**src/hdl/remote_login_line_editor_macros.svh**
```systemverilog
// Assertion shorthands for the line editor; all sample on i_clk and
// are held off while i_rst_n is low.
`ifndef REMOTE_LOGIN_LINE_EDITOR_MACROS_SVH
`define REMOTE_LOGIN_LINE_EDITOR_MACROS_SVH

// condition must hold at every edge
`define RLE_ASSERT(lbl, cond, msg) \
    lbl: assert property (@(posedge i_clk) disable iff (!i_rst_n) (cond)) else $error(msg);

// same-cycle implication
`define RLE_ASSERT_IMP(lbl, ante, cons, msg) \
    lbl: assert property (@(posedge i_clk) disable iff (!i_rst_n) (ante) |-> (cons)) \
        else $error(msg);

// next-cycle implication
`define RLE_ASSERT_NXT(lbl, ante, cons, msg) \
    lbl: assert property (@(posedge i_clk) disable iff (!i_rst_n) (ante) |=> (cons)) \
        else $error(msg);

`endif

```
**src/hdl/rle_pkg.sv**
```systemverilog
`default_nettype none
package rle_pkg;

    // line buffer geometry
    localparam int LINE_DEPTH = 32;
    localparam int CntW       = $clog2(LINE_DEPTH + 1);
    localparam int AddrW      = $clog2(LINE_DEPTH);
    localparam int StepW      = 3;

    // special bytes
    localparam logic [7:0] K_FF   = 8'hFF;
    localparam logic [7:0] K_BS   = 8'h08;
    localparam logic [7:0] K_DEL  = 8'h7F;
    localparam logic [7:0] K_INT  = 8'h03;
    localparam logic [7:0] K_KILL = 8'h15;
    localparam logic [7:0] K_CR   = 8'h0D;
    localparam logic [7:0] K_LF   = 8'h0A;
    localparam logic [7:0] K_SP   = 8'h20;
    localparam logic [7:0] K_X    = 8'h58;

    // window-size message body length
    localparam logic [3:0] MSG_SKIP = 4'd10;

    typedef enum logic [1:0] {
        DEST_ECHO  = 2'd0,
        DEST_SHELL = 2'd1,
        DEST_INT   = 2'd2
    } t_dest;

    // what an accepted byte turns into
    typedef enum logic [2:0] {
        CLS_NONE,
        CLS_ERASE,
        CLS_INT,
        CLS_KILL,
        CLS_ORD,
        CLS_CR
    } t_cls;

    typedef enum logic [1:0] {
        S_IDLE,
        S_FIXED,
        S_LINE_RD,
        S_LINE_OUT
    } t_state;

    typedef struct packed {
        logic accept;
        logic emit_fixed;
        logic emit_line;
    } t_cmd;

    typedef struct packed {
        t_cls cls_in;
        logic out_free;
        logic step_last;
        logic cr_head_done;
        logic line_empty;
        logic line_next_done;
    } t_sts;

    typedef struct packed {
        t_dest      dest;
        logic [7:0] data;
    } t_res;

    // index of the final fixed step for a class; CR ends on its shell LF
    function automatic logic [StepW-1:0] rle_fixed_last(input t_cls cls);
        logic [StepW-1:0] v;
        case (cls)
            CLS_ERASE: v = StepW'(2);
            CLS_KILL:  v = StepW'(5);
            CLS_CR:    v = StepW'(3);
            default:   v = StepW'(0);
        endcase
        return v;
    endfunction

    // fixed result for each step of a class
    function automatic t_res rle_fixed(input t_cls cls, input logic [StepW-1:0] step,
                                       input logic [7:0] b);
        t_res r;
        r.dest = DEST_ECHO;
        r.data = 8'h00;
        case (cls)
            CLS_ERASE: begin
                r.data = (step == StepW'(1)) ? K_SP : K_BS;
            end
            CLS_INT: begin
                r.dest = DEST_INT;
            end
            CLS_KILL: begin
                case (step) inside
                    StepW'(0):              r.data = K_SP;
                    [StepW'(1):StepW'(3)]:  r.data = K_X;
                    StepW'(4):              r.data = K_CR;
                    default:                r.data = K_LF;
                endcase
            end
            CLS_ORD: begin
                r.data = b;
            end
            CLS_CR: begin
                case (step)
                    StepW'(0): r.data = K_CR;
                    StepW'(1): r.data = K_LF;
                    StepW'(2): begin
                        r.dest = DEST_SHELL;
                        r.data = K_CR;
                    end
                    default: begin
                        r.dest = DEST_SHELL;
                        r.data = K_LF;
                    end
                endcase
            end
            default: r.data = 8'h00;
        endcase
        return r;
    endfunction

endpackage
`default_nettype wire

```
**src/hdl/remote_login_line_editor.sv**
```systemverilog
// A taken byte is classed into a register; its first result is then built in
// the output register. Fixed echoes and the trailing CR LF go out one per cycle
// while the output is not stalled; each line byte of a CR flush passes a read
// state and an output state, for the registered read of the line store. One
// byte in flight: the input is stalled until a byte's last result is built.
// Reset (i_rst_n low, synchronous) empties the line and clears the message
// counters; the line store itself is not cleared.
`default_nettype none
`include "remote_login_line_editor_macros.svh"
module remote_login_line_editor (
    input  wire logic       i_clk,
    input  wire logic       i_rst_n,
    input  wire logic       i_valid,
    output logic            o_stall,
    input  wire logic [7:0] i_rx_byte,
    output logic            o_valid,
    input  wire logic       i_stall,
    output logic [1:0]      o_dest,
    output logic [7:0]      o_data,
    output logic            o_last
);
    import rle_pkg::*;

    t_cmd w_cmd;
    t_sts w_sts;

    // sequencer
    rle_ctrl u_ctrl (
        .i_clk   (i_clk),
        .i_rst_n (i_rst_n),
        .i_valid (i_valid),
        .i_sts   (w_sts),
        .o_cmd   (w_cmd),
        .o_stall (o_stall)
    );

    // line store, counters and output register
    rle_dp u_dp (
        .i_clk     (i_clk),
        .i_rst_n   (i_rst_n),
        .i_cmd     (w_cmd),
        .o_sts     (w_sts),
        .i_rx_byte (i_rx_byte),
        .i_stall   (i_stall),
        .o_valid   (o_valid),
        .o_dest    (o_dest),
        .o_data    (o_data),
        .o_last    (o_last)
    );

    // a result is never built over one still waiting
    `RLE_ASSERT_IMP(a_emit_free, w_cmd.emit_fixed || w_cmd.emit_line, w_sts.out_free, "emit while output busy")
    `RLE_ASSERT(a_emit_one, !(w_cmd.emit_fixed && w_cmd.emit_line), "two emits at once")
    `RLE_ASSERT_NXT(a_last_flag, w_cmd.emit_fixed && w_sts.step_last, o_valid && o_last, "final transfer lost its last flag")
    `RLE_ASSERT_NXT(a_quiet_byte, w_cmd.accept && w_sts.cls_in == CLS_NONE, !o_stall, "byte without result held the input")

endmodule
`default_nettype wire

```
**src/hdl/rle_ctrl.sv**
```systemverilog
`default_nettype none
module rle_ctrl (
    input  wire logic          i_clk,
    input  wire logic          i_rst_n,
    input  wire logic          i_valid,
    input  rle_pkg::t_sts      i_sts,
    output rle_pkg::t_cmd      o_cmd,
    output logic               o_stall
);
    import rle_pkg::*;

    t_state r_state;
    t_state n_state;

    // state register
    always_ff @(posedge i_clk) begin
        if (!i_rst_n) begin
            r_state <= S_IDLE;
        end else begin
            r_state <= n_state;
        end
    end

    // next state and commands
    always_comb begin
        n_state = r_state;
        o_cmd   = '0;
        o_stall = 1'b1;
        case (r_state)
            S_IDLE: begin
                o_stall = 1'b0;
                if (i_valid) begin
                    o_cmd.accept = 1'b1;
                    if (i_sts.cls_in != CLS_NONE) begin
                        n_state = S_FIXED;
                    end
                end
            end
            S_FIXED: begin
                if (i_sts.out_free) begin
                    o_cmd.emit_fixed = 1'b1;
                    if (i_sts.step_last) begin
                        n_state = S_IDLE;
                    end else if (i_sts.cr_head_done && !i_sts.line_empty) begin
                        n_state = S_LINE_RD;
                    end
                end
            end
            S_LINE_RD: begin
                // read data lands at the end of this cycle
                n_state = S_LINE_OUT;
            end
            S_LINE_OUT: begin
                if (i_sts.out_free) begin
                    o_cmd.emit_line = 1'b1;
                    n_state = i_sts.line_next_done ? S_FIXED : S_LINE_RD;
                end
            end
            default: n_state = S_IDLE;
        endcase
    end

endmodule
`default_nettype wire

```
**src/hdl/rle_dp.sv**
```systemverilog
`default_nettype none
module rle_dp (
    input  wire logic          i_clk,
    input  wire logic          i_rst_n,
    input  rle_pkg::t_cmd      i_cmd,
    output rle_pkg::t_sts      o_sts,
    input  wire logic [7:0]    i_rx_byte,
    input  wire logic          i_stall,
    output logic               o_valid,
    output logic [1:0]         o_dest,
    output logic [7:0]         o_data,
    output logic               o_last
);
    import rle_pkg::*;

    logic [CntW-1:0]  r_count;
    logic [CntW-1:0]  n_count;
    logic [3:0]       r_skip;
    logic [3:0]       n_skip;
    logic             r_saw_ff;
    logic             n_saw_ff;
    t_cls             r_cls;
    t_cls             w_cls;
    logic             w_store;
    logic [StepW-1:0] r_step;
    logic [7:0]       r_byte;
    logic [CntW-1:0]  r_idx;
    logic [7:0]       r_rd;
    logic             r_out_valid;
    t_dest            r_dest;
    logic [7:0]       r_data;
    logic             r_last;
    logic [7:0]       mem [LINE_DEPTH];
    t_res             w_fix;
    logic             w_step_last;
    logic             w_room;

    // room for the byte plus a trailing CR LF
    assign w_room = ((CntW + 1)'(r_count) + (CntW + 1)'(3)) <= (CntW + 1)'(LINE_DEPTH);

    // classify the incoming byte and work out the state it leaves
    always_comb begin
        n_count  = r_count;
        n_skip   = r_skip;
        n_saw_ff = r_saw_ff;
        w_cls    = CLS_NONE;
        w_store  = 1'b0;
        if (r_skip != 4'd0) begin
            n_skip = r_skip - 4'd1;
        end else if (i_rx_byte == K_FF) begin
            if (r_saw_ff) begin
                n_skip   = MSG_SKIP;
                n_saw_ff = 1'b0;
            end else begin
                n_saw_ff = 1'b1;
            end
        end else begin
            n_saw_ff = 1'b0;
            case (i_rx_byte) inside
                K_BS, K_DEL: begin
                    if (r_count != '0) begin
                        w_cls   = CLS_ERASE;
                        n_count = r_count - CntW'(1);
                    end
                end
                K_INT: w_cls = CLS_INT;
                K_KILL: begin
                    w_cls   = CLS_KILL;
                    n_count = '0;
                end
                K_CR: w_cls = CLS_CR;
                default: begin
                    if (w_room) begin
                        w_cls   = CLS_ORD;
                        w_store = 1'b1;
                        n_count = r_count + CntW'(1);
                    end
                end
            endcase
        end
    end

    assign w_fix       = rle_fixed(r_cls, r_step, r_byte);
    assign w_step_last = (r_step == rle_fixed_last(r_cls));

    // control registers
    always_ff @(posedge i_clk) begin
        if (!i_rst_n) begin
            r_count     <= '0;
            r_skip      <= '0;
            r_saw_ff    <= 1'b0;
            r_cls       <= CLS_NONE;
            r_step      <= '0;
            r_idx       <= '0;
            r_out_valid <= 1'b0;
        end else begin
            if (i_cmd.accept) begin
                r_count  <= n_count;
                r_skip   <= n_skip;
                r_saw_ff <= n_saw_ff;
                r_cls    <= w_cls;
                r_step   <= '0;
                r_idx    <= '0;
            end
            if (i_cmd.emit_fixed) begin
                r_step <= r_step + StepW'(1);
                // a flushed line is cleared after its final transfer is built
                if (w_step_last && r_cls == CLS_CR) begin
                    r_count <= '0;
                end
            end
            if (i_cmd.emit_line) begin
                r_idx <= r_idx + CntW'(1);
            end
            if (i_cmd.emit_fixed || i_cmd.emit_line) begin
                r_out_valid <= 1'b1;
            end else if (!i_stall) begin
                r_out_valid <= 1'b0;
            end
        end
    end

    // line store: one write port, registered read at the walk index
    always_ff @(posedge i_clk) begin
        if (i_cmd.accept && w_store) begin
            mem[r_count[AddrW-1:0]] <= i_rx_byte;
        end
        r_rd <= mem[r_idx[AddrW-1:0]];
    end

    // payload registers
    always_ff @(posedge i_clk) begin
        if (i_cmd.accept) begin
            r_byte <= i_rx_byte;
        end
        if (i_cmd.emit_fixed) begin
            r_dest <= w_fix.dest;
            r_data <= w_fix.data;
            r_last <= w_step_last;
        end else if (i_cmd.emit_line) begin
            r_dest <= DEST_SHELL;
            r_data <= r_rd;
            r_last <= 1'b0;
        end
    end

    // status to the controller
    always_comb begin
        o_sts.cls_in         = w_cls;
        o_sts.out_free       = !r_out_valid || !i_stall;
        o_sts.step_last      = w_step_last;
        o_sts.cr_head_done   = (r_cls == CLS_CR) && (r_step == StepW'(1));
        o_sts.line_empty     = (r_count == '0);
        o_sts.line_next_done = ((r_idx + CntW'(1)) == r_count);
    end

    assign o_valid = r_out_valid;
    assign o_dest  = r_dest;
    assign o_data  = r_data;
    assign o_last  = r_last;

endmodule
`default_nettype wire

```
**config.mk**
```make
export PLATFORM = sky130hd
export DESIGN_NAME = remote_login_line_editor
export DESIGN_NICKNAME = d
export VERILOG_FILES = /design/src/hdl/rle_pkg.sv /design/src/hdl/remote_login_line_editor.sv /design/src/hdl/rle_ctrl.sv /design/src/hdl/rle_dp.sv
export VERILOG_INCLUDE_DIRS = /design/src /design/src/hdl
export SDC_FILE = /design/constraint.sdc
export NUM_CORES = 1
export LEC_CHECK = 0
export BUFFER_PORTS_ARGS = -buffer_cell sky130_fd_sc_hd__buf_2
export CAP_MARGIN = 15
export CORE_UTILIZATION = 55
export CTS_BUF_LIST = sky130_fd_sc_hd__clkbuf_2 sky130_fd_sc_hd__clkbuf_4 sky130_fd_sc_hd__clkbuf_8
export CTS_CLUSTER_DIAMETER = 80
export DETAILED_ROUTE_END_ITERATION = 10
export GPL_ROUTABILITY_DRIVEN = 0
export PLACE_DENSITY = 0.83
export SYNTH_ARGS = -nofsm -noshare
export SYNTH_HDL_FRONTEND = slang
export SYNTH_HIERARCHICAL = 1
export SYNTH_SLANG_ARGS = --single-unit
```
**constraint.sdc**
```tcl
create_clock -name i_clk -period 4.4 [get_ports i_clk]
set_clock_uncertainty 0.2 [all_clocks]
set_input_delay 0.22 -clock i_clk [delete_from_list [all_inputs] [get_ports i_clk]]
set_output_delay 0.22 -clock i_clk [all_outputs]
set_load 0.005 [all_outputs]
```
# [After elaboration in Yosys (flattened, before gate mapping)]
# Memories as Yosys holds them, arrays and structs flattened. A register that Yosys moved wholly into a read port is not among the register bits.
# Cells that the tools add are included.
[op_classes] order_cmp=3 n_reduce_logical=27 bitwise_logic=1 n_eq_ne=25 mux=68 n_addsub=6
[op_table] cell="6-bit 2-to-1 mux" count=14
[op_table] cell="3-bit 2-to-1 mux" count=11
[op_table] cell="8-bit 2-to-1 mux" count=4
[op_table] cell="8-bit case mux with 4 select lines" count=1
[op_table] cell="1-bit 2-to-1 mux" count=23
[op_table] cell="2-bit 2-to-1 mux" count=9
[op_table] cell="8-bit by 4-bit equality test with 1-bit output (second input constant)" count=2
[op_table] cell="6-bit by 1-bit adder with 6-bit output (second input constant)" count=2
[op_table] cell="4-bit 2-to-1 mux" count=3
[op_table] cell="2-bit nonzero test" count=5
[op_table] cell="3-bit by 2-bit equality test with 1-bit output (second input constant)" count=3
[op_table] cell="3-bit equality test (second input constant)" count=3
[op_table] cell="3-bit case mux with 3 select lines" count=1
[op_table] cell="8-bit by 2-bit equality test with 1-bit output (second input constant)" count=1
[op_table] cell="8-bit by 5-bit equality test with 1-bit output (second input constant)" count=1
[op_table] cell="8-bit by 7-bit equality test with 1-bit output (second input constant)" count=1
[op_table] cell="8-bit equality test (second input constant)" count=1
[op_table] cell="2-bit by 1-bit != test with 1-bit output (second input constant)" count=4
[op_table] cell="2-bit case mux with 4 select lines" count=1
[op_table] cell="6-bit by 2-bit adder with 7-bit output (second input constant)" count=1
[op_table] cell="7-bit by 6-bit <= comparator with 1-bit output (second input constant)" count=1
[op_table] cell="3-bit by 1-bit equality test with 1-bit output (second input constant)" count=2
[op_table] cell="6-bit equality test" count=1
[op_table] cell="6-bit zero test" count=1
[op_table] cell="24 further kinds" count=34
[word_totals] register_bits=45 ramBits=256 in_bits=12 word_cells=143 n_memories=1 out_inout_bits=13
[memory_table] memory="u_dp.mem" depth=32 width=8 rd=1 rd_clocked_by_memory_dff=1 write_ports=1 line="rle_dp.sv:33" source="logic [7:0] mem [LINE_DEPTH];"

# [Logic depth before layout (Yosys ltp)]
[logic_depth] depth_word=13 mapped_depth=11 depth_no_buf=10

# [Hierarchy]
# Netlist, hierarchy kept.
[by_module_without_submodules] module="rle_dp" area_per_inst_um2=12812.3 seq_area_each_um2=8898.5 cells_per_inst=737 instances=1
[by_module_without_submodules] module="rle_ctrl" area_per_inst_um2=127.6 seq_area_each_um2=40.0 cells_per_inst=18 instances=1

# [Worst setup path after synthesis]
# Ideal clock, no wire load.
[synth_timing] kind="register -> register" startpoint="register u_ctrl.r_state[1]" endpoint="memory u_dp.mem[10][0] (enable)" synth_period_minus_slack_ps=3356 path_stages_with_launch=10 slack_ps=1044 arrival_time_ps=2786 path_buffers=2 path_cell_list="dfxtp_1 -> or2_2 -> nor2_1 -> clkbuf_1 -> nand2_1 -> or2_2 -> clkbuf_1 -> nor4_4 -> nand2_2 -> nor2_1"
[synth_lines] element="start: declaration" line="rle_ctrl.sv:12" source="t_state r_state;"
[synth_lines] element="start signal: assignment" line="rle_ctrl.sv:20" source="r_state <= n_state;"
[synth_lines] element="end: declaration" line="rle_dp.sv:33"

# [Worst setup path after layout]
[layout_timing] startpoint="register u_dp.r_count[0]" endpoint="memory u_dp.mem[19][1] (enable)"
[layout_between] elab_chain_cells=12
[layout_rtl] element="start: declaration" line="rle_dp.sv:16" source="logic [CntW-1:0] r_count;"
[layout_rtl] element="start signal: assignment" line="rle_dp.sv:98" source="r_count <= n_count;"
[layout_rtl] element="6-bit by 2-bit adder with 7-bit output" line="rle_dp.sv:39" source="assign w_room = ((CntW + 1)'(r_count) + (CntW + 1)'(3)) <= (CntW + 1)'(LINE_DEPTH);"
[layout_rtl] element="7-bit by 6-bit <= comparator with 1-bit output" line="rle_dp.sv:39"
[layout_rtl] element="1-bit 2-to-1 mux" line="rle_dp.sv:73" source="if (w_room) begin"
[layout_rtl] element="1-bit 2-to-1 mux (4 in series)" line="rle_dp.sv:59" source="case (i_rx_byte) inside"
[layout_rtl] element="1-bit 2-to-1 mux" line="rle_dp.sv:50" source="end else if (i_rx_byte == K_FF) begin"
[layout_rtl] element="1-bit 2-to-1 mux" line="rle_dp.sv:48" source="if (r_skip != 4'd0) begin"
[layout_rtl] element="1-bit logical AND" line="rle_dp.sv:125" source="if (i_cmd.accept && w_store) begin"
[layout_rtl] element="1-bit 2-to-1 mux" line="rle_dp.sv:125"
[layout_rtl] element="1-bit 2-to-1 mux (implied by the code)" line="rle_dp.sv:126" source="mem[r_count[AddrW-1:0]] <= i_rx_byte;"
# Several ways; a longest one is shown, not always the timed one.

==> out/qor.yml <==
synth_edf_count: 275
grt_usage: 0.253
cap_violations: 0
cts.sinks: 309
place_area_um2: 13400
grt_max_degree: 41
r2r_cells: 7
p_sw_frac: 0.266
drive_gt1_frac: 0.264
cp.required_ns: 4.37
synth_seq_area_share: 0.691
crit-reg2reg-launch: "u_dp/r_count[0]"
finalWorstSetupSlack_ns: 0.711
arrival_ns: 3.66
antenna_found_initial: 0
io_buffers: 24
drc: 0
intPower_mw: 5.12
r2r_end: "u_dp/mem[19][1]"
final_cells: 1154
coreArea_um2: 22800
die_x_um: 155
finalMaxSlewViolations: 0
vdd_drop_max_uv: 314
syn_to_final_growth_pct: 11.4
worst_pin_slew_ns: 1.05
synth.most_common_cell: "edfxtp_1"
cts_buffers: 47
pwr-share-comb: 0.149
p_leak_nw: 4.55
syn_area_um2: 12900
seq_area_um2: 8940
wirelength_um: 28900
dr.pass1.iters: 6
synth.area.top_cells: "edfxtp_1 (64%), mux4_2 (14%), dfxtp_1 (5.3%)"
place_inst: 1061
cp_slowest_cell: "nor2_1"
pre_cts_slack_ns: 0.851
vias: 7303
wl_per_cell_um: 25.0
async_reset_ff_frac: 0
synthesis.nets: 777
final_area_um2: 14400
cp-start-kind: "register"
setup_violations: 0
clkLatencyLatePin_ns: 0.57
fp-row-count: 55
p_per_area_nw_per_um2: 484
finalCoreUtilization: 0.631
grt_pass1_vias: 7047
crit_path_end_kind: "register"
p_clk_frac: 0.347
startpoint: "u_dp/r_count[0]"
multi_input_area_um2: 3740
yosys_register_bits: 309
final_nets: 825
hp-class: "in2reg"
rsz0062_at_grt: "false"
die_h_um: 155
critPathCapture: "u_dp/mem[19][1]"
grt_pass1_wl_um: 44200
yosys.area.top_type: "edfxtp_1"
synth_commonest_cells: "edfxtp_1 (275), mux4_2 (80), nor2_1 (58), dfxtp_1 (34), clkbuf_1 (29)"
outcome: "finished, final reports clean"
power_frac_seq: 0.504
synth_ff_type: "edfxtp_1"
worst-path-max-fanout: 14
cts.path.max_buffers: 3
vias_per_cell: 6.33
netSwitchingPower_mw: 1.86
crit_type: "reg2reg"
clkTransAtPathRegs_ns: 0.06
synth.yosys.warnings: 6
cts-root-buf: "clkbuf_8"
ctsHtreeMaxLevel: 2
pin_count: 25
slew_headroom: 0.299
fin_tns_setup_ns: 0
r2r_slack_ns: 0.71
fillers: 1597
initial_core_util: 0.566
cts_tree: "yes"
antennaDiodeCount: 0
drt_iter0_drc: 840
max_stage_delay_ns: 0.68
gr-total-overflow: 0
cts_setup_buffers: 0
clock.fmax_ghz: 0.271
ant_nets: 0
min_period_over_period: 0.838
final-hold-violation-count: 0
ys_types: 60
die_area_um2: 24100
dp_hpwl_um: 18300
synthCells: 755
min_period_ns: 3.69
netlist.area_leader.share: 0.638
synth.avg_cell_area_um2: 17.1
worstPathCellList: "inv_1 -> ha_1 -> a211oi_2 -> o32ai_2 -> nor4_4 -> nand2_2 -> nor2_1"
## routing by layer
| metal | GRT usage | vias up | part of all wire |
|---|---|---|---|
| met5 | 0 | - | 0 |
| met4 | 0.0836 | 0 | 0.026 |
| met3 | 0.0446 | 55 | 0.091 |
| met2 | 0.410 | 421 | 0.49 |
| met1 | 0.351 | 3703 | 0.39 |
| li1 | - | 3124 | - |
## flip-flops by register name, summed over array words and instances, names as in the netlist, 3 cells and up
signal	count
u_dp/mem	256
u_dp/o_data	8
u_dp/r_byte	8
u_dp/r_rd	8
u_dp/r_count	6
u_dp/r_idx	6
u_dp/r_skip	4
u_dp/r_cls	3
u_dp/r_step	3
## layout make-up
cell class,instances,share of cell area
Inverter,21,0.00547
Timing Repair Buffer,41,0.0191
Clock inverter,27,0.0151
Multi-Input combinational cell,383,0.260
Tap cell,313,0.0272
Clock buffer,60,0.0525
Sequential cell,309,0.621
## power by group through the flow
stage | logic (mW) | registers [mW] | clock network (mW)
floorplan | 0.721 | 3.53 | 0
global placement | 0.988 | 3.57 | 0
detailed placement | 1.01 | 3.57 | 0
CTS | 1.03 | 3.52 | 2.45
global route | 1.13 | 3.54 | 2.57
finish | 1.04 | 3.52 | 2.42
## critical path, delay by kind of cell, from the launching register on
family,cells,cell delay (ns)
AND/OR/NAND/NOR,3,1.46
buffers and inverters,1,0.15
adder cells (fa/ha/maj),1,0.36
flip-flops,1,0.64
AO/OA/AOI/OAI,2,0.46
## stage by stage
step	hold slack, ns	power, mW
after CTS	0.00636	7.00
after detailed placement	0.315	4.58
after floorplan	0.119	4.25
final	0.0357	6.98
after global routing	0.0562	7.25
after global placement	0.297	4.56
## kinds of logic after synthesis
logic type / after synthesis / synth area share
multiplexers: 94 / 0.151
AND/OR/NAND/NOR: 183 / 0.0756
XOR/XNOR: 13 / 0.00880
AO/OA/AOI/OAI: 83 / 0.0443
buffers and inverters: 63 / 0.0200
flip-flops: 309 / 0.691
adder cells (fa/ha/maj): 10 / 0.00967
## layout by cell type, fill, tap and decap left out, drive strengths merged, types with 14 or more instances in the layout
| cell | Yosys | final |
|---|---|---|
| nor2 | 58 | 58 |
| nor2b | 17 | 17 |
| o21ai | 14 | 14 |
| inv | 21 | 24 |
| nand2 | 28 | 28 |
| clkinv | 0 | 19 |
| a21oi | 19 | 19 |
| edfxtp | 275 | 275 |
| clkbuf | 29 | 60 |
| mux4 | 80 | 80 |
| buf | 13 | 35 |
| dfxtp | 34 | 34 |
## repair_timing
item	CTS	global route
hold endpoints to repair	27	0
gates resized for setup	0	0
hold buffers	6	0
## worst min-delay path by stage
stage	endpoint	start	slack, ns	depth (start not counted)
after floorplan	u_dp/mem[0][0]	i_rx_byte[0]	0.12	0
after global placement	u_dp/r_skip[2]	u_dp/r_skip[2]	0.30	2
after detailed placement	u_dp/r_skip[2]	u_dp/r_skip[2]	0.32	2
after CTS	u_dp/r_saw_ff	i_rx_byte[1]	0.006	5
after global routing	u_dp/r_saw_ff	i_rx_byte[1]	0.06	5
final	u_dp/r_saw_ff	i_rx_byte[1]	0.04	5
(Power assumes the default switching activity.)
